## src/sls_pkg.sv

```systemverilog
package sls_pkg;

   localparam int CMD_W    = 3;
   localparam int VALUE_W  = 32;
   localparam int OFFSET_W = 6;
   localparam int FILL_W   = 7;
   localparam int STATUS_W = 2;

   localparam logic [CMD_W-1:0] CMD_PUSH   = 3'd0;
   localparam logic [CMD_W-1:0] CMD_POP    = 3'd1;
   localparam logic [CMD_W-1:0] CMD_PEEK   = 3'd2;
   localparam logic [CMD_W-1:0] CMD_SEARCH = 3'd3;
   localparam logic [CMD_W-1:0] CMD_CLEAR  = 3'd4;

   localparam logic [STATUS_W-1:0] STATUS_OK        = 2'd0;
   localparam logic [STATUS_W-1:0] STATUS_UNDERFLOW = 2'd1;
   localparam logic [STATUS_W-1:0] STATUS_OVERFLOW  = 2'd2;

   // controller -> datapath
   typedef struct packed {
      logic accept;
      logic exec;
      logic scan;
      logic load;
   } sls_cmd_type;

   // datapath -> controller
   typedef struct packed {
      logic need_mem;
      logic scan_done;
      logic out_free;
   } sls_stat_type;

endpackage

```

## src/sls_req_if.sv

```systemverilog
interface sls_req_if import sls_pkg::*; ();
   logic                valid;
   logic                ready;
   logic [CMD_W-1:0]    cmd;
   logic [VALUE_W-1:0]  item_value;

   modport source (output valid, cmd, item_value, input ready);
   modport sink   (input valid, cmd, item_value, output ready);
endinterface

```

## src/sls_rsp_if.sv

```systemverilog
interface sls_rsp_if import sls_pkg::*; ();
   logic                valid;
   logic                ready;
   logic [VALUE_W-1:0]  read_value;
   logic                found;
   logic [OFFSET_W-1:0] offset_from_top;
   logic [FILL_W-1:0]   fill_count;
   logic                is_empty;
   logic [STATUS_W-1:0] status;

   modport source (output valid, read_value, found, offset_from_top, fill_count, is_empty,
                   status, input ready);
   modport sink   (input valid, read_value, found, offset_from_top, fill_count, is_empty,
                   status, output ready);
endinterface

```

## src/sls_ram.sv

```systemverilog
module sls_ram #(
   parameter int WIDTH = 32,
   parameter int DEPTH = 64
) (
   input  logic                     clock,
   input  logic                     wr_en,
   input  logic [$clog2(DEPTH)-1:0] wr_addr,
   input  logic [WIDTH-1:0]         wr_data,
   input  logic [$clog2(DEPTH)-1:0] rd_addr,
   output logic [WIDTH-1:0]         rd_data
);

   logic [WIDTH-1:0] mem [DEPTH];
   logic [WIDTH-1:0] rd_data_ff;

   always_ff @(posedge clock) begin
      if (wr_en) begin
         mem[wr_addr] <= wr_data;
      end
      rd_data_ff <= mem[rd_addr];
   end

   assign rd_data = rd_data_ff;

endmodule

```

## src/sls_ctrl.sv

```systemverilog
module sls_ctrl import sls_pkg::*; (
   input  logic         clock,
   input  logic         reset,
   input  logic         req_valid,
   output logic         req_ready,
   output sls_cmd_type  ctl,
   input  sls_stat_type stat
);

   typedef enum logic [3:0] {
      S_IDLE = 4'b0001,
      S_EXEC = 4'b0010,
      S_SCAN = 4'b0100,
      S_DONE = 4'b1000
   } state_type;

   state_type state_ff, state_in;

   always_comb begin
      state_in   = state_ff;
      ctl        = '0;
      req_ready  = 1'b0;
      case (state_ff)
         S_IDLE: begin
            req_ready = 1'b1;
            if (req_valid) begin
               ctl.accept = 1'b1;
               state_in   = S_EXEC;
            end
         end
         S_EXEC: begin
            ctl.exec = 1'b1;
            state_in = stat.need_mem ? S_SCAN : S_DONE;
         end
         S_SCAN: begin
            ctl.scan = 1'b1;
            if (stat.scan_done) begin
               state_in = S_DONE;
            end
         end
         S_DONE: begin
            if (stat.out_free) begin
               ctl.load = 1'b1;
               state_in = S_IDLE;
            end
         end
         default: begin
            state_in = S_IDLE;
         end
      endcase
   end

   always_ff @(posedge clock) begin
      if (reset) begin
         state_ff <= S_IDLE;
      end else begin
         state_ff <= state_in;
      end
   end

endmodule

```

## src/sls_datapath.sv

```systemverilog
module sls_datapath import sls_pkg::*; #(
   parameter int DEPTH      = 64,
   parameter int DATA_WIDTH = 32
) (
   input  logic                clock,
   input  logic                reset,
   input  sls_cmd_type         ctl,
   output sls_stat_type        stat,
   input  logic [CMD_W-1:0]    req_cmd,
   input  logic [VALUE_W-1:0]  req_item_value,
   input  logic                rsp_ready,
   output logic                rsp_valid,
   output logic [VALUE_W-1:0]  rsp_read_value,
   output logic                rsp_found,
   output logic [OFFSET_W-1:0] rsp_offset_from_top,
   output logic [FILL_W-1:0]   rsp_fill_count,
   output logic                rsp_is_empty,
   output logic [STATUS_W-1:0] rsp_status
);

   localparam int AW = $clog2(DEPTH);
   localparam int CW = $clog2(DEPTH + 1);

   logic [CMD_W-1:0]      cmd_ff, cmd_in;
   logic [DATA_WIDTH-1:0] val_ff, val_in;
   logic [CW-1:0]         cnt_ff, cnt_in;
   logic [AW-1:0]         addr_ff, addr_in;
   logic [AW-1:0]         dist_ff, dist_in;
   logic [DATA_WIDTH-1:0] res_rd_ff, res_rd_in;
   logic                  res_found_ff, res_found_in;
   logic [AW-1:0]         res_off_ff, res_off_in;
   logic [STATUS_W-1:0]   res_status_ff, res_status_in;

   logic                  out_valid_ff, out_valid_in;
   logic [VALUE_W-1:0]    out_value_ff, out_value_in;
   logic                  out_found_ff, out_found_in;
   logic [OFFSET_W-1:0]   out_offset_ff, out_offset_in;
   logic [FILL_W-1:0]     out_fill_ff, out_fill_in;
   logic                  out_empty_ff, out_empty_in;
   logic [STATUS_W-1:0]   out_status_ff, out_status_in;

   logic                  is_empty, is_full, is_pop_peek, match, last;
   logic                  wr_en;
   logic [DATA_WIDTH-1:0] rd_data;

   sls_ram #(
      .WIDTH (DATA_WIDTH),
      .DEPTH (DEPTH)
   ) u_ram (
      .clock   (clock),
      .wr_en   (wr_en),
      .wr_addr (AW'(cnt_ff)),
      .wr_data (val_ff),
      .rd_addr (addr_ff),
      .rd_data (rd_data)
   );

   assign is_empty    = (cnt_ff == '0);
   assign is_full     = (cnt_ff == CW'(DEPTH));
   assign is_pop_peek = (cmd_ff == CMD_POP) || (cmd_ff == CMD_PEEK);
   assign match       = (rd_data == val_ff);
   assign last        = (CW'(dist_ff) == cnt_ff - CW'(1));
   assign wr_en       = ctl.exec && (cmd_ff == CMD_PUSH) && !is_full;

   assign stat.need_mem  = !is_empty && (is_pop_peek || (cmd_ff == CMD_SEARCH));
   assign stat.scan_done = is_pop_peek || match || last;
   assign stat.out_free  = !out_valid_ff || rsp_ready;

   always_comb begin
      cmd_in        = cmd_ff;
      val_in        = val_ff;
      cnt_in        = cnt_ff;
      addr_in       = addr_ff;
      dist_in       = dist_ff;
      res_rd_in     = res_rd_ff;
      res_found_in  = res_found_ff;
      res_off_in    = res_off_ff;
      res_status_in = res_status_ff;
      out_valid_in  = out_valid_ff;
      out_value_in  = out_value_ff;
      out_found_in  = out_found_ff;
      out_offset_in = out_offset_ff;
      out_fill_in   = out_fill_ff;
      out_empty_in  = out_empty_ff;
      out_status_in = out_status_ff;

      if (ctl.accept) begin
         cmd_in  = req_cmd;
         val_in  = DATA_WIDTH'(req_item_value);
         addr_in = AW'(cnt_ff - CW'(1));
         dist_in = '0;
      end

      if (ctl.exec) begin
         res_rd_in     = '0;
         res_found_in  = 1'b0;
         res_off_in    = '0;
         res_status_in = STATUS_OK;
         addr_in       = addr_ff - AW'(1);
         case (cmd_ff)
            CMD_PUSH: begin
               if (is_full) begin
                  res_status_in = STATUS_OVERFLOW;
               end else begin
                  cnt_in = cnt_ff + CW'(1);
               end
            end
            CMD_POP, CMD_PEEK: begin
               if (is_empty) begin
                  res_status_in = STATUS_UNDERFLOW;
               end
            end
            CMD_CLEAR: begin
               cnt_in = '0;
            end
            default: begin
            end
         endcase
      end

      // rd_data holds the entry dist_ff below the top
      if (ctl.scan) begin
         addr_in = addr_ff - AW'(1);
         dist_in = dist_ff + AW'(1);
         if (is_pop_peek) begin
            res_rd_in = rd_data;
            if (cmd_ff == CMD_POP) begin
               cnt_in = cnt_ff - CW'(1);
            end
         end else if (match) begin
            res_found_in = 1'b1;
            res_off_in   = dist_ff;
         end
      end

      if (ctl.load) begin
         out_valid_in  = 1'b1;
         out_value_in  = VALUE_W'(res_rd_ff);
         out_found_in  = res_found_ff;
         out_offset_in = OFFSET_W'(res_off_ff);
         out_fill_in   = FILL_W'(cnt_ff);
         out_empty_in  = is_empty;
         out_status_in = res_status_ff;
      end else if (rsp_ready) begin
         out_valid_in = 1'b0;
      end
   end

   always_ff @(posedge clock) begin
      if (reset) begin
         cnt_ff       <= '0;
         out_valid_ff <= 1'b0;
      end else begin
         cnt_ff       <= cnt_in;
         out_valid_ff <= out_valid_in;
      end
   end

   always_ff @(posedge clock) begin
      cmd_ff        <= cmd_in;
      val_ff        <= val_in;
      addr_ff       <= addr_in;
      dist_ff       <= dist_in;
      res_rd_ff     <= res_rd_in;
      res_found_ff  <= res_found_in;
      res_off_ff    <= res_off_in;
      res_status_ff <= res_status_in;
      out_value_ff  <= out_value_in;
      out_found_ff  <= out_found_in;
      out_offset_ff <= out_offset_in;
      out_fill_ff   <= out_fill_in;
      out_empty_ff  <= out_empty_in;
      out_status_ff <= out_status_in;
   end

   assign rsp_valid           = out_valid_ff;
   assign rsp_read_value      = out_value_ff;
   assign rsp_found           = out_found_ff;
   assign rsp_offset_from_top = out_offset_ff;
   assign rsp_fill_count      = out_fill_ff;
   assign rsp_is_empty        = out_empty_ff;
   assign rsp_status          = out_status_ff;

endmodule

```

## src/searchable_lifo_stack.sv

```systemverilog
// LIFO stack of DEPTH words with push, pop, peek, search and clear; one result per
// command. Commands are taken one at a time: push, clear, undefined commands and pop or
// peek on an empty stack pass from accept through EXEC to DONE, pop and peek also pass
// SCAN to read the top entry, and a search compares k entries in SCAN, where k (0 on an
// empty stack, else 1 to fill level) counts entries compared, top first, by a single
// comparator fed from the stack RAM's one read port. A finished result sits in an output
// register, so the next command is accepted while it waits to be taken.
module searchable_lifo_stack import sls_pkg::*; #(
   parameter int DEPTH      = 64,
   parameter int DATA_WIDTH = 32
) (
   input  logic      clock,
   input  logic      reset,
   sls_req_if.sink   req_chan,
   sls_rsp_if.source rsp_chan
);

   sls_cmd_type  ctl;
   sls_stat_type stat;

   sls_ctrl u_ctrl (
      .clock     (clock),
      .reset     (reset),
      .req_valid (req_chan.valid),
      .req_ready (req_chan.ready),
      .ctl       (ctl),
      .stat      (stat)
   );

   sls_datapath #(
      .DEPTH      (DEPTH),
      .DATA_WIDTH (DATA_WIDTH)
   ) u_datapath (
      .clock               (clock),
      .reset               (reset),
      .ctl                 (ctl),
      .stat                (stat),
      .req_cmd             (req_chan.cmd),
      .req_item_value      (req_chan.item_value),
      .rsp_ready           (rsp_chan.ready),
      .rsp_valid           (rsp_chan.valid),
      .rsp_read_value      (rsp_chan.read_value),
      .rsp_found           (rsp_chan.found),
      .rsp_offset_from_top (rsp_chan.offset_from_top),
      .rsp_fill_count      (rsp_chan.fill_count),
      .rsp_is_empty        (rsp_chan.is_empty),
      .rsp_status          (rsp_chan.status)
   );

   a_busy_after_accept: assert property (@(posedge clock) disable iff (reset)
      (req_chan.valid && req_chan.ready) |=> !req_chan.ready)
      else $error("accepted a second item back to back");

   a_underflow_empty: assert property (@(posedge clock) disable iff (reset)
      (rsp_chan.valid && rsp_chan.status == STATUS_UNDERFLOW)
         |-> (rsp_chan.is_empty && rsp_chan.read_value == '0))
      else $error("underflow on a non-empty stack");

   a_overflow_full: assert property (@(posedge clock) disable iff (reset)
      (rsp_chan.valid && rsp_chan.status == STATUS_OVERFLOW)
         |-> (rsp_chan.fill_count == FILL_W'(DEPTH)))
      else $error("overflow reported below full");

   a_miss_offset: assert property (@(posedge clock) disable iff (reset)
      (rsp_chan.valid && !rsp_chan.found) |-> (rsp_chan.offset_from_top == '0))
      else $error("nonzero offset without a hit");

endmodule

```

## src/flat_wrapper.sv

```systemverilog
// flat-port wrapper written by rule: the top's interface ports become plain ports
module searchable_lifo_stack_flat import sls_pkg::*;
#(
   parameter int DEPTH      = 64,
   parameter int DATA_WIDTH = 32
)
  (clock, reset, req_chan_valid, req_chan_cmd, req_chan_item_value, req_chan_ready, rsp_chan_valid, rsp_chan_read_value, rsp_chan_found, rsp_chan_offset_from_top, rsp_chan_fill_count, rsp_chan_is_empty, rsp_chan_status, rsp_chan_ready);
  sls_req_if req_chan_i ();
  sls_rsp_if rsp_chan_i ();
  input  logic clock;
  input  logic reset;
  input wire logic [$bits(req_chan_i.valid)-1:0] req_chan_valid;
  input wire logic [$bits(req_chan_i.cmd)-1:0] req_chan_cmd;
  input wire logic [$bits(req_chan_i.item_value)-1:0] req_chan_item_value;
  output wire logic [$bits(req_chan_i.ready)-1:0] req_chan_ready;
  output wire logic [$bits(rsp_chan_i.valid)-1:0] rsp_chan_valid;
  output wire logic [$bits(rsp_chan_i.read_value)-1:0] rsp_chan_read_value;
  output wire logic [$bits(rsp_chan_i.found)-1:0] rsp_chan_found;
  output wire logic [$bits(rsp_chan_i.offset_from_top)-1:0] rsp_chan_offset_from_top;
  output wire logic [$bits(rsp_chan_i.fill_count)-1:0] rsp_chan_fill_count;
  output wire logic [$bits(rsp_chan_i.is_empty)-1:0] rsp_chan_is_empty;
  output wire logic [$bits(rsp_chan_i.status)-1:0] rsp_chan_status;
  input wire logic [$bits(rsp_chan_i.ready)-1:0] rsp_chan_ready;
  assign req_chan_i.valid = req_chan_valid;
  assign req_chan_i.cmd = req_chan_cmd;
  assign req_chan_i.item_value = req_chan_item_value;
  assign req_chan_ready = req_chan_i.ready;
  assign rsp_chan_valid = rsp_chan_i.valid;
  assign rsp_chan_read_value = rsp_chan_i.read_value;
  assign rsp_chan_found = rsp_chan_i.found;
  assign rsp_chan_offset_from_top = rsp_chan_i.offset_from_top;
  assign rsp_chan_fill_count = rsp_chan_i.fill_count;
  assign rsp_chan_is_empty = rsp_chan_i.is_empty;
  assign rsp_chan_status = rsp_chan_i.status;
  assign rsp_chan_i.ready = rsp_chan_ready;
  searchable_lifo_stack #(.DEPTH(DEPTH), .DATA_WIDTH(DATA_WIDTH)) u_core (.clock(clock), .reset(reset), .req_chan(req_chan_i), .rsp_chan(rsp_chan_i));
endmodule
```

## config.mk

```make
export PLATFORM = sky130hd
export DESIGN_NAME = searchable_lifo_stack_flat
export DESIGN_NICKNAME = d
export VERILOG_FILES = /design/src/sls_pkg.sv /design/src/sls_req_if.sv /design/src/sls_rsp_if.sv /design/src/sls_ram.sv /design/src/sls_ctrl.sv /design/src/sls_datapath.sv /design/src/searchable_lifo_stack.sv /design/src/flat_wrapper.sv
export SDC_FILE = /design/constraint.sdc
export NUM_CORES = 2
export LEC_CHECK = 0
export BUFFER_PORTS_ARGS = -buffer_cell sky130_fd_sc_hd__buf_2
export CORE_MARGIN = 2
export CORE_UTILIZATION = 40
export CTS_BUF_LIST = sky130_fd_sc_hd__clkbuf_4 sky130_fd_sc_hd__clkbuf_8
export DETAILED_ROUTE_END_ITERATION = 16
export GPL_TIMING_DRIVEN = 0
export PLACE_DENSITY_LB_ADDON = 0.25
export SLEW_MARGIN = 25
export SYNTH_ARGS = -nofsm -noshare
export SYNTH_HDL_FRONTEND = slang
export SYNTH_SLANG_ARGS = --single-unit
```

## constraint.sdc

```tcl
create_clock -name clock -period 5.6 [get_ports clock]
set_clock_uncertainty 0.2 [all_clocks]
set_input_delay 0.28 -clock clock [delete_from_list [all_inputs] [get_ports clock]]
set_output_delay 0.28 -clock clock [all_outputs]
set_load 0.03 [all_outputs]
```

==> impl_summary.md <==
STA
The hold violation count in the final report was 0. Hold timing on the final database bottoms out at a slack of 133 ps. The final max-slew violation count is 0. Static timing analysis puts the maximum clock frequency at 0.208 GHz. The worst path needs 4820 ps of the cycle, external delays included. The relative max-transition margin is 17.5%.

The worst path uses 86.0% of the clock period. The worst-margin pin slew is 1230 ps. The final setup violation count is 0. Setup repair after global routing left no endpoint under its margin.

Power and ir drop
Summed over all cells, the static leakage comes to 32.6 nW. Across the VDD grid, the largest voltage drop is 234 uV. The overall power after layout is 34.7 mW. For this design the ratio of total power to cell area is 343 nW/um2.

Route
In the final routed layout, each cell accounts on average for 30.7 um. The detail-routed via count per cell is 5.65. The number of DRC violations after detailed routing is 0. The number of iterations in the first detailed-routing pass is 6. The number of vias in the routed layout is 43500. The antenna violation net count after detailed routing is 0.

After detailed routing, the total wire length is 236000 um. The violation count after the first detailed-routing iteration is 5314.

Finish
In the final layout, flip-flops and latches occupy 66100 um2. After the last flow step, the layout net total stands at 4666. Summing all multi-input logic gate instances after layout gives 17700 um2. Counting the fill cells in the layout gives 17100. Compared with the post-synthesis result, the final layout area differs by 19.8%. Of the cells placed in the final design, the portion with a size suffix greater than 1 is 32.3%.

Synthesis
The synthesized design contains 2146 enable-type register cells. The most frequently used flop master after synthesis is sky130_fd_sc_hd__edfxtp_1. The post-synthesis net count is 3906. The sequential share of the synthesized area is 78.5%. In this run, synthesis produced a sequential element count of 2229. The number of warning messages in the yosys log is 0. The number of different library cells used by synthesis comes to 67.

The post-synth design cell area is 84300 um2. The gate count after technology mapping is 3863. The post-synthesis average cell area is 21.8 um2. The cell accounting for the most synthesized area is sky130_fd_sc_hd__edfxtp_1. Of all flip-flops after synthesis, the portion carrying an async set or reset was 0%. By area the synthesized netlist is led by sky130_fd_sc_hd__edfxtp_1, sky130_fd_sc_hd__mux4_2, sky130_fd_sc_hd__dfxtp_1, sky130_fd_sc_hd__mux2i_1, sky130_fd_sc_hd__o22ai_1.

The fraction of post-synthesis cell area in the top cell type by area is 76.5%.

Floorplan
The die covers 214000 um2. The number of placement rows is 168. For this design the top-level I/O count stands at 90. The initial cell density of the core is 40.2%. The die is 463 um tall. The floorplan die width is 463 um. The core region is 210000 um2.

CTS
The TritonCTS buffer count is 377. The worst-skew pair later-pin latency is 1070 ps. The cell sitting at the root of the clock tree is a sky130_fd_sc_hd__clkbuf_8. Clock tree synthesis found a total of 2229 sinks. The total setup buffers inserted after CTS is 0. The TritonCTS clock tree is yes.

The clock passes through at most 4 buffers. Clock-pin slew was measured on the worst setup and hold paths at 70 ps. The maximum level of the CTS H-tree is 5.

Critical path
At the worst endpoint, the required time is 6110 ps. The critical path is of the flop to flop type. STA classifies the critical path endpoint as a flop. The worst endpoint data arrival time is 5330 ps. The worst setup path is launched from a flop. The largest fanout of any net on the critical path is 18.

GRT
The number of global-route vias before repair is 43800. The first global-routing pass estimated 331000 um of wire. Entering global routing, the biggest net connects 30 pins. The initial antenna violation count came to 8. The total congestion overflow is 0.

Global routing consumed, over all layers together, 21.9% of the routing resources.

Placement
The placed wire-length estimate is 165000 um. At the end of routability-driven placement, the weighted congestion stood at 0.925. The number of buffer cells added on primary ports is 88.

Hold path
The min-delay analysis places its worst path in the category primary input to flop.

Run status
The flow ran to the end, and the final reports show no timing, DRC or antenna violations.

Run
The number of max-cap violations is 0.
-- layer usage --
metal	part of all wire, %	vias to the layer above	track usage (%)
li1	-	17800	-
met1	40	23100	29.7
met2	46	2141	33.5
met3	9.0	448	4.94
met4	5.2	0	10.4
met5	0	-	0
-- critical path, stage by stage (launching register included) --
cell,delay [ps]
sky130_fd_sc_hd__dfxtp_1,400
sky130_fd_sc_hd__clkbuf_1,540
sky130_fd_sc_hd__inv_1,140
sky130_fd_sc_hd__ha_1,290
sky130_fd_sc_hd__nor3b_2,240
sky130_fd_sc_hd__a311oi_2,460
sky130_fd_sc_hd__and2_1,260
sky130_fd_sc_hd__nand3_1,780
sky130_fd_sc_hd__nor2_4,900
sky130_fd_sc_hd__buf_16,240
-- flip-flops by register name, summed over array words and instances (netlist names), 2 cells and up --
name / cells
u_core.u_datapath.rsp_status: 2
u_core.u_datapath.dist_ff: 6
u_core.u_ctrl.state_ff: 4
u_core.u_datapath.cmd_ff: 3
u_core.u_datapath.addr_ff: 6
u_core.u_datapath.res_status_ff: 2
u_core.u_datapath.rsp_offset_from_top: 6
u_core.u_datapath.cnt_ff: 7
u_core.u_datapath.res_rd_ff: 32
u_core.u_datapath.u_ram.mem: 2048
u_core.u_datapath.res_off_ff: 6
u_core.u_datapath.rsp_read_value: 32
u_core.u_datapath.val_ff: 32
u_core.u_datapath.rsp_fill_count: 7
u_core.u_datapath.u_ram.rd_data: 32
-- cell usage in the layout, fill, tap and decap left out, drive strengths merged, types with 6 or more instances in the layout --
cell type	instances
a21oi	20
a211oi	62
a221oi	7
nor3	10
mux2i	71
a22oi	12
xor2	37
nor4	11
bufinv	6
dlygate4sd3	77
clkbuf	611
o21ai	94
inv	20
o22ai	108
nor2	127
dfxtp	83
nand3	16
buf	415
a22o	30
nand2	160
clkinv	120
edfxtp	2146
mux4	512
xnor2	14
nor2b	10
nand2b	6
and2	8
a31oi	29
-- cell families after synthesis --
group / Yosys count / synth area share (%)
DFF: 2229 / 78.5
and+or+nand+nor: 375 / 2.01
muxes: 585 / 14.6
AOI/OAI and AO/OA: 389 / 3.02
adders and majority gates: 4 / 0.0594
buffers and inverters: 230 / 1.37
xor gates and xnor gates: 51 / 0.530
-- stage by stage --
stage | instances | TNS [ps] | util [%] | area (um2) | worst slack [ps]
floorplan | 3863 | 0 | - | 84300 | 1630
global placement | 6756 | -1111710 | 42.1 | 88200 | -987
detailed placement | 6972 | 0 | 44.5 | 93200 | 969
CTS | 7691 | 0 | 48.2 | 101000 | 917
global route | 7692 | 0 | 48.2 | 101000 | 668
finish | 7695 | 0 | 48.2 | 101000 | 783
-- Yosys cell counts, types with 4 or more instances --
cell,count
sky130_fd_sc_hd__o22ai_1,108
sky130_fd_sc_hd__a221oi_1,7
sky130_fd_sc_hd__o31ai_1,4
sky130_fd_sc_hd__nor2b_1,10
sky130_fd_sc_hd__buf_4,31
sky130_fd_sc_hd__buf_1,24
sky130_fd_sc_hd__inv_1,19
sky130_fd_sc_hd__mux4_2,512
sky130_fd_sc_hd__a21oi_1,20
sky130_fd_sc_hd__buf_2,44
sky130_fd_sc_hd__nor4_1,9
sky130_fd_sc_hd__ha_1,4
sky130_fd_sc_hd__dfxtp_1,83
sky130_fd_sc_hd__nand3b_1,4
sky130_fd_sc_hd__buf_6,8
sky130_fd_sc_hd__xnor2_1,14
sky130_fd_sc_hd__and2_1,6
sky130_fd_sc_hd__clkbuf_1,99
sky130_fd_sc_hd__a22oi_1,11
sky130_fd_sc_hd__a211oi_1,62
sky130_fd_sc_hd__nand2b_1,6
sky130_fd_sc_hd__a31oi_1,29
sky130_fd_sc_hd__o21ai_0,94
sky130_fd_sc_hd__nor3_1,9
sky130_fd_sc_hd__or3_1,5
sky130_fd_sc_hd__a22o_1,30
sky130_fd_sc_hd__nand2_1,159
sky130_fd_sc_hd__nor2_1,127
sky130_fd_sc_hd__nand3_1,16
sky130_fd_sc_hd__edfxtp_1,2146
sky130_fd_sc_hd__mux2i_1,71
sky130_fd_sc_hd__xor2_1,37
-- worst paths after layout --
kind | start | end | slack, ps | depth (start not counted)
worst max-delay path | u_core.u_datapath.cnt_ff[0]$_SDFF_PP0_ | u_core.u_datapath.u_ram.mem[13][15]$_DFFE_PP_ | 780 | 9
worst min-delay path | reset | u_core.u_datapath.cnt_ff[6]$_SDFF_PP0_ | 130 | 3
worst max register to register | u_core.u_datapath.cnt_ff[0]$_SDFF_PP0_ | u_core.u_datapath.u_ram.mem[13][15]$_DFFE_PP_ | 780 | 9
worst min register to register | u_core.u_datapath.res_status_ff[0]$_DFFE_PP_ | u_core.u_datapath.rsp_status[0]$_DFFE_PP_ | 220 | 0
-- cell type report --
type	count	share of cell area, %
multi-input combinational	1404	17.5
buffer	210	1.07
sequential	2229	65.5
antenna	4	0.00991
timing repair buffer	381	5.47
clock buffer	512	6.23
inverter	20	0.0744
clock inverter	130	0.701
tap	2805	3.48
-- where the power goes --
group	switching [mW]	leakage [nW]	internal, mW
sequential	0.156	20.1	18.7
clock	6.37	3.72	7.49
combinational	1.25	8.84	0.735
-- what timing repair did --
action,in CTS,in global routing
hold endpoints to repair,143,0
endpoints found under the setup margin,0,0
hold buffers,77,0
resized for setup,0,0
No activity file was read; power rests on OpenSTA's default activity.
